$ cat src/rtl/scp_pkg.sv
`timescale 1ns / 1ps
// ----------------------------------------------------------------------------
// scp_pkg: stage command parser shared definitions
// Status codes, stage kinds, delimiter characters and value limits.
// ----------------------------------------------------------------------------
package scp_pkg;

  typedef enum logic [2:0] {
    ST_OK        = 3'd0,
    ST_TOO_LONG  = 3'd1,
    ST_BAD_TYPE  = 3'd2,
    ST_BAD_PARAM = 3'd3,
    ST_PUMP_OVER = 3'd4,
    ST_TOK_COUNT = 3'd5
  } status_e;

  typedef enum logic [1:0] {
    KIND_FILL = 2'd0,
    KIND_WASH = 2'd1,
    KIND_DRY  = 2'd2
  } kind_e;

  localparam logic [7:0] CH_COLON = 8'h3A;  // ':'
  localparam logic [7:0] CH_SEMI  = 8'h3B;  // ';'
  localparam logic [7:0] CH_COMMA = 8'h2C;  // ','
  localparam logic [7:0] CH_F     = 8'h66;  // 'f'
  localparam logic [7:0] CH_W     = 8'h77;  // 'w'
  localparam logic [7:0] CH_D     = 8'h64;  // 'd'
  localparam logic [7:0] CH_ZERO  = 8'h30;  // '0'
  localparam logic [7:0] CH_NINE  = 8'h39;  // '9'

  localparam int unsigned VAL_W = 17;
  localparam logic [VAL_W-1:0] VALUE_SAT = 17'd65536;
  localparam logic [7:0] MAX_PUMP_RST = 8'd3;

endpackage

$ cat src/rtl/stage_command_parser.sv
`timescale 1ns / 1ps
// ----------------------------------------------------------------------------
// stage_command_parser: serial stage command frame parser
// Parses frames such as "f:3,120;" one byte per word and emits one status
// word per frame with stage kind, optional pump number and duration.
// ----------------------------------------------------------------------------
//  channel | direction | handshake               | payload
//  --------+-----------+-------------------------+------------------------------
//  in      | to block  | in_valid_i / in_stall_o | data_byte_i, frame_end_i
//  out     | from block| out_valid_o/ out_stall_i| status_o, stage_kind_o,
//          |           |                         | pump_given_o, pump_number_o,
//          |           |                         | duration_o
//  cfg     | to block  | cfg_valid_i/ cfg_ready_o| cfg_max_pump_i
//
// One input word is taken every cycle while not stalled; the parse registers
// absorb each byte in the cycle it is accepted (decimal digits accumulate by
// shift-and-add x10). The frame-end word loads the result register, so its
// status word is visible in the cycle after acceptance. The input stalls
// only while a status word sits in the result register and the output side
// stalls it. Reset (rst_ni low, asynchronous) clears parse state, drops any
// pending result and sets max_pump to 3. The cfg port is always ready.
// ----------------------------------------------------------------------------
module stage_command_parser
  import scp_pkg::*;
#(
  parameter int unsigned MAX_FRAME_LEN = 32
) (
  input  logic       clk_i,
  input  logic       rst_ni,

  input  logic       in_valid_i,
  output logic       in_stall_o,
  input  logic [7:0] data_byte_i,
  input  logic       frame_end_i,

  output logic        out_valid_o,
  input  logic        out_stall_i,
  output logic [2:0]  status_o,
  output logic [1:0]  stage_kind_o,
  output logic        pump_given_o,
  output logic [7:0]  pump_number_o,
  output logic [15:0] duration_o,

  input  logic       cfg_valid_i,
  output logic       cfg_ready_o,
  input  logic [7:0] cfg_max_pump_i
);

  // Byte counter saturates at MAX_FRAME_LEN + 1, so it must hold that value.
  localparam int unsigned CNT_W = $clog2(MAX_FRAME_LEN + 2);
  localparam logic [CNT_W-1:0] MAX_LEN = CNT_W'(MAX_FRAME_LEN);

  // Parse state
  logic [CNT_W-1:0] cnt_q, cnt_d;
  logic [1:0]       tok_q, tok_d;
  logic             in_tok_q, in_tok_d;
  logic [7:0]       type_char_q, type_char_d;
  logic [1:0]       type_len_q, type_len_d;
  logic             comma_q, comma_d;
  logic [1:0]       part_q, part_d;
  logic             in_part_q, in_part_d;
  logic [VAL_W-1:0] first_q, first_d;
  logic [VAL_W-1:0] second_q, second_d;
  logic             bad_q, bad_d;

  logic [7:0] max_pump_q;

  // Result register
  logic        out_valid_q, out_valid_d;
  status_e     status_q, status_d;
  kind_e       kind_q, kind_d;
  logic        given_q, given_d;
  logic [7:0]  pump_q, pump_d;
  logic [15:0] dur_q, dur_d;

  logic in_acc;
  logic is_delim, is_digit;
  logic [1:0] tok_n, part_n;
  logic [3:0] digit;
  logic [VAL_W-1:0] acc_src, acc_val;
  logic [VAL_W+3:0] acc_sum;
  logic type_ok;
  kind_e type_kind;

  // Hold input only while a status word waits and the consumer stalls.
  assign in_stall_o  = out_valid_q & out_stall_i;
  assign in_acc      = in_valid_i & ~in_stall_o;
  assign cfg_ready_o = 1'b1;

  assign is_delim = (data_byte_i == CH_COLON) || (data_byte_i == CH_SEMI);
  assign is_digit = (data_byte_i >= CH_ZERO) && (data_byte_i <= CH_NINE);
  assign digit    = 4'(data_byte_i - CH_ZERO);

  // Token and part counters as they stand after this byte.
  assign tok_n  = (!in_tok_q && tok_q != 2'd3) ? tok_q + 2'd1 : tok_q;
  assign part_n = (!in_part_q && part_q != 2'd3) ? part_q + 2'd1 : part_q;

  // Decimal accumulate: v*10 + digit, saturating at VALUE_SAT.
  assign acc_src = (part_n == 2'd1) ? first_q : second_q;
  assign acc_sum = {1'b0, acc_src, 3'b000} + {3'b000, acc_src, 1'b0}
                 + {(VAL_W+4-4)'(0), digit};
  assign acc_val = (acc_sum > (VAL_W+4)'(VALUE_SAT)) ? VALUE_SAT : acc_sum[VAL_W-1:0];

  always_comb begin
    type_ok   = 1'b0;
    type_kind = KIND_FILL;
    if (type_len_q == 2'd1) begin
      unique case (type_char_q)
        CH_F: begin
          type_ok   = 1'b1;
          type_kind = KIND_FILL;
        end
        CH_W: begin
          type_ok   = 1'b1;
          type_kind = KIND_WASH;
        end
        CH_D: begin
          type_ok   = 1'b1;
          type_kind = KIND_DRY;
        end
        default: begin
          type_ok   = 1'b0;
          type_kind = KIND_FILL;
        end
      endcase
    end
  end

  // Parse-state update and result formation.
  always_comb begin
    cnt_d       = cnt_q;
    tok_d       = tok_q;
    in_tok_d    = in_tok_q;
    type_char_d = type_char_q;
    type_len_d  = type_len_q;
    comma_d     = comma_q;
    part_d      = part_q;
    in_part_d   = in_part_q;
    first_d     = first_q;
    second_d    = second_q;
    bad_d       = bad_q;

    out_valid_d = out_valid_q & out_stall_i;
    status_d    = status_q;
    kind_d      = kind_q;
    given_d     = given_q;
    pump_d      = pump_q;
    dur_d       = dur_q;

    if (in_acc) begin
      if (cnt_q <= MAX_LEN) begin
        cnt_d = cnt_q + CNT_W'(1);
      end
      if (frame_end_i) begin
        // Build the status word, then clear parse state for the next frame.
        out_valid_d = 1'b1;
        kind_d      = type_kind;
        given_d     = 1'b0;
        pump_d      = '0;
        dur_d       = '0;
        priority if (cnt_d > MAX_LEN) begin
          status_d = ST_TOO_LONG;
        end else if (tok_q != 2'd2) begin
          status_d = ST_TOK_COUNT;
        end else if (!type_ok) begin
          status_d = ST_BAD_TYPE;
        end else if (bad_q) begin
          status_d = ST_BAD_PARAM;
        end else if (comma_q) begin
          if (part_q < 2'd2 || second_q[VAL_W-1]) begin
            status_d = ST_BAD_PARAM;
          end else if (first_q > {{(VAL_W-8){1'b0}}, max_pump_q}) begin
            status_d = ST_PUMP_OVER;
          end else begin
            status_d = ST_OK;
            given_d  = 1'b1;
            pump_d   = first_q[7:0];
            dur_d    = second_q[15:0];
          end
        end else if (first_q[VAL_W-1]) begin
          status_d = ST_BAD_PARAM;
        end else begin
          status_d = ST_OK;
          dur_d    = first_q[15:0];
        end

        cnt_d       = '0;
        tok_d       = '0;
        in_tok_d    = 1'b0;
        type_char_d = '0;
        type_len_d  = '0;
        comma_d     = 1'b0;
        part_d      = '0;
        in_part_d   = 1'b0;
        first_d     = '0;
        second_d    = '0;
        bad_d       = 1'b0;
      end else if (is_delim) begin
        in_tok_d = 1'b0;
      end else begin
        in_tok_d = 1'b1;
        tok_d    = tok_n;
        if (tok_n == 2'd1) begin
          // Type token: keep the first char, count length up to two.
          if (type_len_q == 2'd0) begin
            type_char_d = data_byte_i;
          end
          if (type_len_q != 2'd2) begin
            type_len_d = type_len_q + 2'd1;
          end
        end else if (tok_n == 2'd2) begin
          if (data_byte_i == CH_COMMA) begin
            comma_d   = 1'b1;
            in_part_d = 1'b0;
          end else begin
            in_part_d = 1'b1;
            part_d    = part_n;
            // Parts past the second are ignored.
            if (part_n != 2'd3) begin
              if (!is_digit) begin
                bad_d = 1'b1;
              end else if (part_n == 2'd1) begin
                first_d = acc_val;
              end else begin
                second_d = acc_val;
              end
            end
          end
        end
      end
    end
  end

  always_ff @(posedge clk_i or negedge rst_ni) begin
    if (!rst_ni) begin
      cnt_q       <= '0;
      tok_q       <= '0;
      in_tok_q    <= 1'b0;
      type_char_q <= '0;
      type_len_q  <= '0;
      comma_q     <= 1'b0;
      part_q      <= '0;
      in_part_q   <= 1'b0;
      first_q     <= '0;
      second_q    <= '0;
      bad_q       <= 1'b0;
      out_valid_q <= 1'b0;
      max_pump_q  <= MAX_PUMP_RST;
    end else begin
      cnt_q       <= cnt_d;
      tok_q       <= tok_d;
      in_tok_q    <= in_tok_d;
      type_char_q <= type_char_d;
      type_len_q  <= type_len_d;
      comma_q     <= comma_d;
      part_q      <= part_d;
      in_part_q   <= in_part_d;
      first_q     <= first_d;
      second_q    <= second_d;
      bad_q       <= bad_d;
      out_valid_q <= out_valid_d;
      if (cfg_valid_i && cfg_ready_o) begin
        max_pump_q <= cfg_max_pump_i;
      end
    end
  end

  // Result payload: no reset needed, guarded by out_valid_q.
  always_ff @(posedge clk_i) begin
    status_q <= status_d;
    kind_q   <= kind_d;
    given_q  <= given_d;
    pump_q   <= pump_d;
    dur_q    <= dur_d;
  end

  assign out_valid_o   = out_valid_q;
  assign status_o      = status_q;
  assign stage_kind_o  = kind_q;
  assign pump_given_o  = given_q;
  assign pump_number_o = pump_q;
  assign duration_o    = dur_q;

`ifndef NO_ASSERTIONS
  a_end_gives_result: assert property (@(posedge clk_i) disable iff (!rst_ni)
    (in_acc && frame_end_i) |=> out_valid_q)
    else $error("frame end accepted without a status word");

  a_end_clears_state: assert property (@(posedge clk_i) disable iff (!rst_ni)
    (in_acc && frame_end_i) |=> (cnt_q == '0 && tok_q == 2'd0 && !bad_q))
    else $error("parse state not cleared after frame end");

  a_no_token_no_data: assert property (@(posedge clk_i) disable iff (!rst_ni)
    (tok_q == 2'd0) |-> (type_len_q == 2'd0 && part_q == 2'd0 && !comma_q))
    else $error("token data recorded before any token started");

  a_pump_only_ok: assert property (@(posedge clk_i) disable iff (!rst_ni)
    (out_valid_q && given_q) |-> (status_q == ST_OK))
    else $error("pump reported with an error status");
`endif

endmodule
$ cat config.mk
export PLATFORM = sky130hd
export DESIGN_NAME = stage_command_parser
export DESIGN_NICKNAME = d
export VERILOG_FILES = /design/src/rtl/scp_pkg.sv /design/src/rtl/stage_command_parser.sv
export SDC_FILE = /design/constraint.sdc
export NUM_CORES = 1
export LEC_CHECK = 0
export BUFFER_PORTS_ARGS = -buffer_cell sky130_fd_sc_hd__buf_2
export CORE_ASPECT_RATIO = 1.1
export CORE_UTILIZATION = 45
export DETAILED_ROUTE_END_ITERATION = 8
export SYNTH_ARGS = -nofsm -noshare
export SYNTH_HDL_FRONTEND = slang
export SYNTH_SLANG_ARGS = --single-unit
$ cat constraint.sdc
create_clock -name clk_i -period 6.7 [get_ports clk_i]
set_input_delay 0 -clock clk_i [delete_from_list [all_inputs] [get_ports clk_i]]
set_output_delay 0 -clock clk_i [all_outputs]
set_load 0.02 [all_outputs]
# After elaboration in Yosys (flattened, before gate mapping)
# Cells that the tools add are included.
# totals
out_inout_bits,33
wordCells,163
in_bits,22
reg_bits,97
# classes
add_sub_neg,7
n_reduce_logical,31
eq_ne,20
bitwise,5
magnitude_cmp,7
n_mux,74
# ops
cell,n
$mux W17,18
$mux W16,4
$mux W8,4
$mux W2,14
$eq A8 B6 Y1 const B,3
$eq A8 B7 Y1 const B,3
$mux W1,24
$add A20 B18 Y21,1
$add A21 B4 Y21,1
$gt A21 B17 Y1 const B,1
$ne A2 B2 Y1 const B,10
$mux W3,6
$mux W6,3
$gt A17 B8 Y1,1
$reduce_and A8 Y1,2
$reduce_bool A2 Y1,8
$reduce_and A4 Y1,3
$reduce_and A5 Y1,2
$ge A8 B6 Y1 const B,1
$le A8 B6 Y1 const B,1
$reduce_and A7 Y1,1
$reduce_or A7 Y1,1
$add A2 B1 Y2 const B,3
$add A6 B1 Y6 const B,1
18 further kinds,28

# Logic depth before layout (Yosys ltp)
# depth
depth_word,17
depth_mapped,18

# Worst setup path after synthesis
# Ideal clock, no wire load.
# synth_timing
kind,reg-to-reg
from,reg part_q[0]
to,reg second_q[2]
setup_ns,0.096
period_less_slack_ns,4.720
t_required_ns,6.604
setup_slack_ns,1.980
arrival_time_ns,4.624
stages_incl_launch_ff,16
cell_sequence,dfrtp_1 -> ha_1 -> or3_1 -> o22ai_2 -> clkbuf_1 -> o21ai_0 -> fa_1 -> inv_1 -> fa_1 -> or2b_1 -> or4_1 -> a2111oi_2 -> nor4b_4 -> a41oi_2 -> buf_6 -> o32ai_2
# synth_via
elab_chain_len,17
# synth_rtl
item,line,rtl
from (decl),stage_command_parser.sv:60,"logic [1:0] part_q, part_d;"
from (signal assigned),stage_command_parser.sv:256,part_q <= part_d;
branches (longest 2 deep; another with $add A2 B1 Y2),n/a,
$mux W2 *,stage_command_parser.sv:96,assign part_n = (!in_part_q && part_q != 2'd3) ? part_q + 2'd1 : part_q;
$eq A2 B1 Y1,"stage_command_parser.sv:99, stage_command_parser.sv:222",
$mux W17,stage_command_parser.sv:99,assign acc_src = (part_n == 2'd1) ? first_q : second_q;
$add A20 B18 Y21,stage_command_parser.sv:100,"assign acc_sum = {1'b0, acc_src, 3'b000} + {3'b000, acc_src, 1'b0}"
$add A21 B4 Y21,stage_command_parser.sv:101,"+ {(VAL_W+4-4)'(0), digit};"
$gt A21 B17 Y1,stage_command_parser.sv:102,assign acc_val = (acc_sum > (VAL_W+4)'(VALUE_SAT)) ? VALUE_SAT : acc_sum[VAL_W-1:0];
$mux W17,stage_command_parser.sv:102,
$mux W17,stage_command_parser.sv:222,end else if (part_n == 2'd1) begin
$mux W17,stage_command_parser.sv:220,if (!is_digit) begin
$mux W17,stage_command_parser.sv:219,if (part_n != 2'd3) begin
$mux W17,stage_command_parser.sv:212,if (data_byte_i == CH_COMMA) begin
$mux W17,stage_command_parser.sv:211,end else if (tok_n == 2'd2) begin
$mux W17,stage_command_parser.sv:203,if (tok_n == 2'd1) begin
$mux W17,stage_command_parser.sv:198,end else if (is_delim) begin
$mux W17,stage_command_parser.sv:154,if (frame_end_i) begin
to (signal assigned),stage_command_parser.sv:259,second_q <= second_d;
to (decl),stage_command_parser.sv:63,"logic [VAL_W-1:0] second_q, second_d;"
# Every way passes the cells marked *. The select of a mux whose other input is x is not followed.
# A chain may end at the register's enable or synchronous reset.

# Worst setup path after layout
# layout_timing
from,reg part_q[1]
to,reg first_q[3]
# layout_via
elab_chain_len,17
# layout_rtl
item,line,rtl
branches (longest 2 deep; another with $add A2 B1 Y2),n/a,
$mux W2 *,stage_command_parser.sv:96,
$eq A2 B1 Y1,"stage_command_parser.sv:99, stage_command_parser.sv:222",
$mux W17,stage_command_parser.sv:99,
$add A20 B18 Y21,stage_command_parser.sv:100,
$add A21 B4 Y21,stage_command_parser.sv:101,
$gt A21 B17 Y1,stage_command_parser.sv:102,
$mux W17,stage_command_parser.sv:102,
$mux W17,stage_command_parser.sv:222,
$mux W17,stage_command_parser.sv:220,
$mux W17,stage_command_parser.sv:219,
$mux W17,stage_command_parser.sv:212,
$mux W17,stage_command_parser.sv:211,
$mux W17,stage_command_parser.sv:203,
$mux W17,stage_command_parser.sv:198,
$mux W17,stage_command_parser.sv:154,
to (signal assigned),stage_command_parser.sv:258,first_q <= first_d;
to (decl),stage_command_parser.sv:62,"logic [VAL_W-1:0] first_q, first_d;"
# Marked as above.

==> summary.md <==
| Metric | Value |
|---|---|
| Io pins | `55` |
| Buffers added on ports | `53` |
| Hold_buf cts | `26` |
| MaxCap Viol Count | `0` |
| Status | `completed` |
| Syn_area_per_cell | `~9.6 sq um` |
| Leakage | `0.003174 uW` |
| FP Rows | `45` |
| Ratio of cells with drive above 1 in the final layout | `0.1589` |
| Mux cell area share after synthesis | `0.01686` |
| Crit. Startpoint | `part_q[1]` |
| Post-CTS Setup Bufs | `0` |
| Reg2reg start | `part_q[1]` |
| Clk Tree Root Cell | `clkbuf_16` |
| Cell Pwr Density | `340.4 nW/um^2` |
| Crit path time final | `5170 ps` |
| Yosys warning count | `0` |
| FF-to-FF setup slack | `approximately 1500 ps` |
| Drt drc | `0` |
| Die Span Y | `around 130 um` |
| Post-Route Skew | `roughly 7.7 ps` |
| Seq. cell area | `~2600 sq um` |
| Post-synth top flop | `dfrtp_1` |
| Core Box Area | `between 10000 and 15000 sq um` |
| Mapped Cells | `about 660` |
| Worst setup path class | `reg -> reg` |
| Fillers | `between 1000 and 1500` |
| Vias in the first global route | `roughly 4800` |
| Worst R2R End | `first_q[3]` |
| Antenna violations before repair | `0` |
| Routability-driven placement congestion ratio | `0.9176` |
| Max Buffers Root-to-Sink | `2` |
| CTS Buf Count | `9` |
| Antenna-violating nets left | `0` |
| Crit. End Element | `flip-flop` |
| CP Launch Type | `flip-flop` |
| Worst vdd ir | `between 0.1 and 0.15 mV` |
| Commonest non-fill, non-tap cell in the layout | `nand2_1` |
| # placed instances | `just under 900` |
| Register area share after synthesis | `0.4043` |
| R2R depth | `15` |
| Ys async rst share | `0.6907` |
| CTS resizes | `0` |
| Wirelength, routed | `between 15000 and 20000 um` |
| CTS tree | `done` |
| CTS clk-pin slew, worst paths | `~70 ps` |
| Area of the multi-input gates | `between 3000 and 4000 sq um` |
| Starting Density | `0.4607` |
| Vias/cell | `around 5.6` |
| Post-synthesis register bit count | `between 90 and 100` |
| Overflow after GRT | `0` |
| Yosys cell types | `~70` |
| Worst EP required | `slightly below 7000 ps` |
| Slew headroom | `0.1330` |
| Hold Path Depth | `2` |
| Final hold vios | `0` |
| RSZ-0062 raised after global routing | `false` |
| Sum of negative setup slack | `0 ps` |
| Final core utilization | `0.5266` |
| Critical Path End | `first_q[3]` |
| Slew of the pin with the lowest slew margin | `roughly 1300 ps` |
| Post-Synth Simple-Gate Area | `0.1798` |
| Syn Nets | `about 740` |
| Antenna Cells | `0` |
| Finished Layout Cells | `roughly 900` |
| Post-synth EDFFs | `30` |
| Slew Limit Fails | `0` |
| Post-synthesis xor/xnor area fraction | `0.02196` |
| Max Clock Freq | `between 150 and 200 MHz` |
| Gr usage total | `0.2168` |
| Iteration count of the initial detailed-routing pass | `5` |
| Commonest non-fill, non-tap cells in the layout | `nand2_1 (104), dfrtp_1 (65), buf_2 (53)` |
| Adder-cell area share of the yosys netlist | `0.1024` |
| Sink Count | `97` |
| Vias post-DR | `roughly 5100` |
| Critical Path AT | `5420 ps` |
| Worst Hold Class | `in -> reg` |
| Final nets | `around 800` |
| Chip width | `roughly 120 um` |
| DRT iter0 DRCs | `about 440` |
| Area grow syn2layout | `14.31%` |
| Worst-Skew Late Latency | `between 300 and 400 ps` |
| CTS H-tree depth | `3` |
| Endpoints failing setup | `0` |
| DP HPWL | `11130 um` |
| Routed len/inst | `roughly 16 um` |
| Die area | `14660 sq um` |
| Compound-Gate Fraction of Synth Area | `0.2212` |
| First-pass GRT wire length | `approximately 25000 um` |
| Largest family of logic cells by synthesized area | `compound AO/OA/AOI/OAI gates` |
| Worst-path maximum fanout | `34` |
| Crit share post-route | `0.7716` |
| Mapped Area | `6381 sq um` |
| Largest net degree at the start of global routing | `68` |
==> area by class of cell <==
type,instances,share of cell area
multi-input cells,492,0.4748
flip-flops and latches,97,0.3537
repair buffers,85,0.07822
well taps,188,0.03225
clock buffers,9,0.03087
inverters,40,0.02058
clock inverters,7,0.009605
==> critical path, stage by stage (launching register included) <==
cell	delay, ps
dfrtp_1	450
ha_1	240
or3_1	430
o22ai_2	130
buf_4	310
o21ai_0	220
fa_1	580
inv_1	70
fa_1	600
or2b_1	230
or4_1	420
a2111oi_2	310
nor4b_4	270
a41oi_2	140
buf_4	300
o41ai_1	360
==> Yosys cell counts, drive strengths merged, types with 2 or more instances <==
master,instances,share of area
nor4,4,0.0039
and4b,2,0.0031
nor3,8,0.0063
dfstp,2,0.0082
fa,2,0.0063
dlygate4sd1,2,0.0027
and2,24,0.024
nor2b,3,0.0029
and3,14,0.014
nand3b,2,0.0024
inv,40,0.024
edfxtp,30,0.14
or3,3,0.0037
clkbuf,19,0.011
xor2,7,0.0096
a21o,9,0.011
a211oi,6,0.0071
xnor2,9,0.012
o32ai,11,0.028
a21oi,29,0.023
mux2,6,0.011
nand2b,6,0.0059
a22o,10,0.014
o211ai,5,0.0059
or2,2,0.0020
o41ai,19,0.027
dfrtp,65,0.25
o21bai,2,0.0024
nand2,104,0.061
buf,13,0.015
o21a,9,0.011
nand4,7,0.0069
o21ai,47,0.037
o31ai,16,0.026
nor3b,4,0.0055
ha,49,0.096
nand4b,3,0.0051
nor2,22,0.013
nand3,15,0.012
mux2i,4,0.0063
nor4b,2,0.0051
a41oi,2,0.0039
o22ai,10,0.011
a31oi,4,0.0039
==> cell families after synthesis <==
logic type / after synthesis
buffers and inverters: 74
muxes: 10
AOI/OAI and AO/OA: 186
xor gates and xnor gates: 16
other: 1
and+or+nand+nor: 228
DFF: 97
adders and majority gates: 51
==> report_power, final <==
group	total (uW)	internal, uW	switching (uW)
sequential	829	720	109
clock	521	289	232
combinational	1130	412	721
==> sequential cells by signal, summed over array words and instances (netlist names) <==
| signal | count |
|---|---|
| stage_kind_o | 2 |
| max_pump_q | 8 |
| cnt_q | 6 |
| duration_o | 16 |
| pump_number_o | 8 |
| type_char_q | 8 |
| pump_given_o | 1 |
| second_q | 17 |
| type_len_q | 2 |
| first_q | 17 |
| status_o | 3 |
| tok_q | 2 |
| in_part_q | 1 |
| bad_q | 1 |
| in_tok_q | 1 |
| comma_q | 1 |
| part_q | 2 |
| out_valid_o | 1 |
==> stage by stage <==
stage          cell area (sq um)  hold slack, ps  worst slack [ps]  power [uW]
2_1_floorplan               6381          -295.6              1980        1672
3_3_place_gp                6739           211.4              1724        1913
3_5_place_dp                6739           217.3              1592        1948
4_1_cts                     7295           2.456              1549        2487
5_1_grt                     7295           35.04              1251        2668
6_report                    7295           9.962              1530        2483
==> worst min-delay path by stage <==
stage,startpoint,to,slack (ps)
final,cfg_valid_i,max_pump_q[3],10
after global routing,cfg_valid_i,max_pump_q[3],40
after CTS,cfg_valid_i,max_pump_q[4],2
after detailed placement,cfg_max_pump_i[6],max_pump_q[6],220
after global placement,cfg_max_pump_i[6],max_pump_q[6],210
after floorplan,rst_ni,bad_q,-300
==> metal layers <==
metal	share of wire	global-route usage
met4	0.012	0.06494
met3	0.055	0.03918
met5	0	0
met2	0.44	0.3226
met1	0.49	0.3182
(Power assumes the default switching activity.)
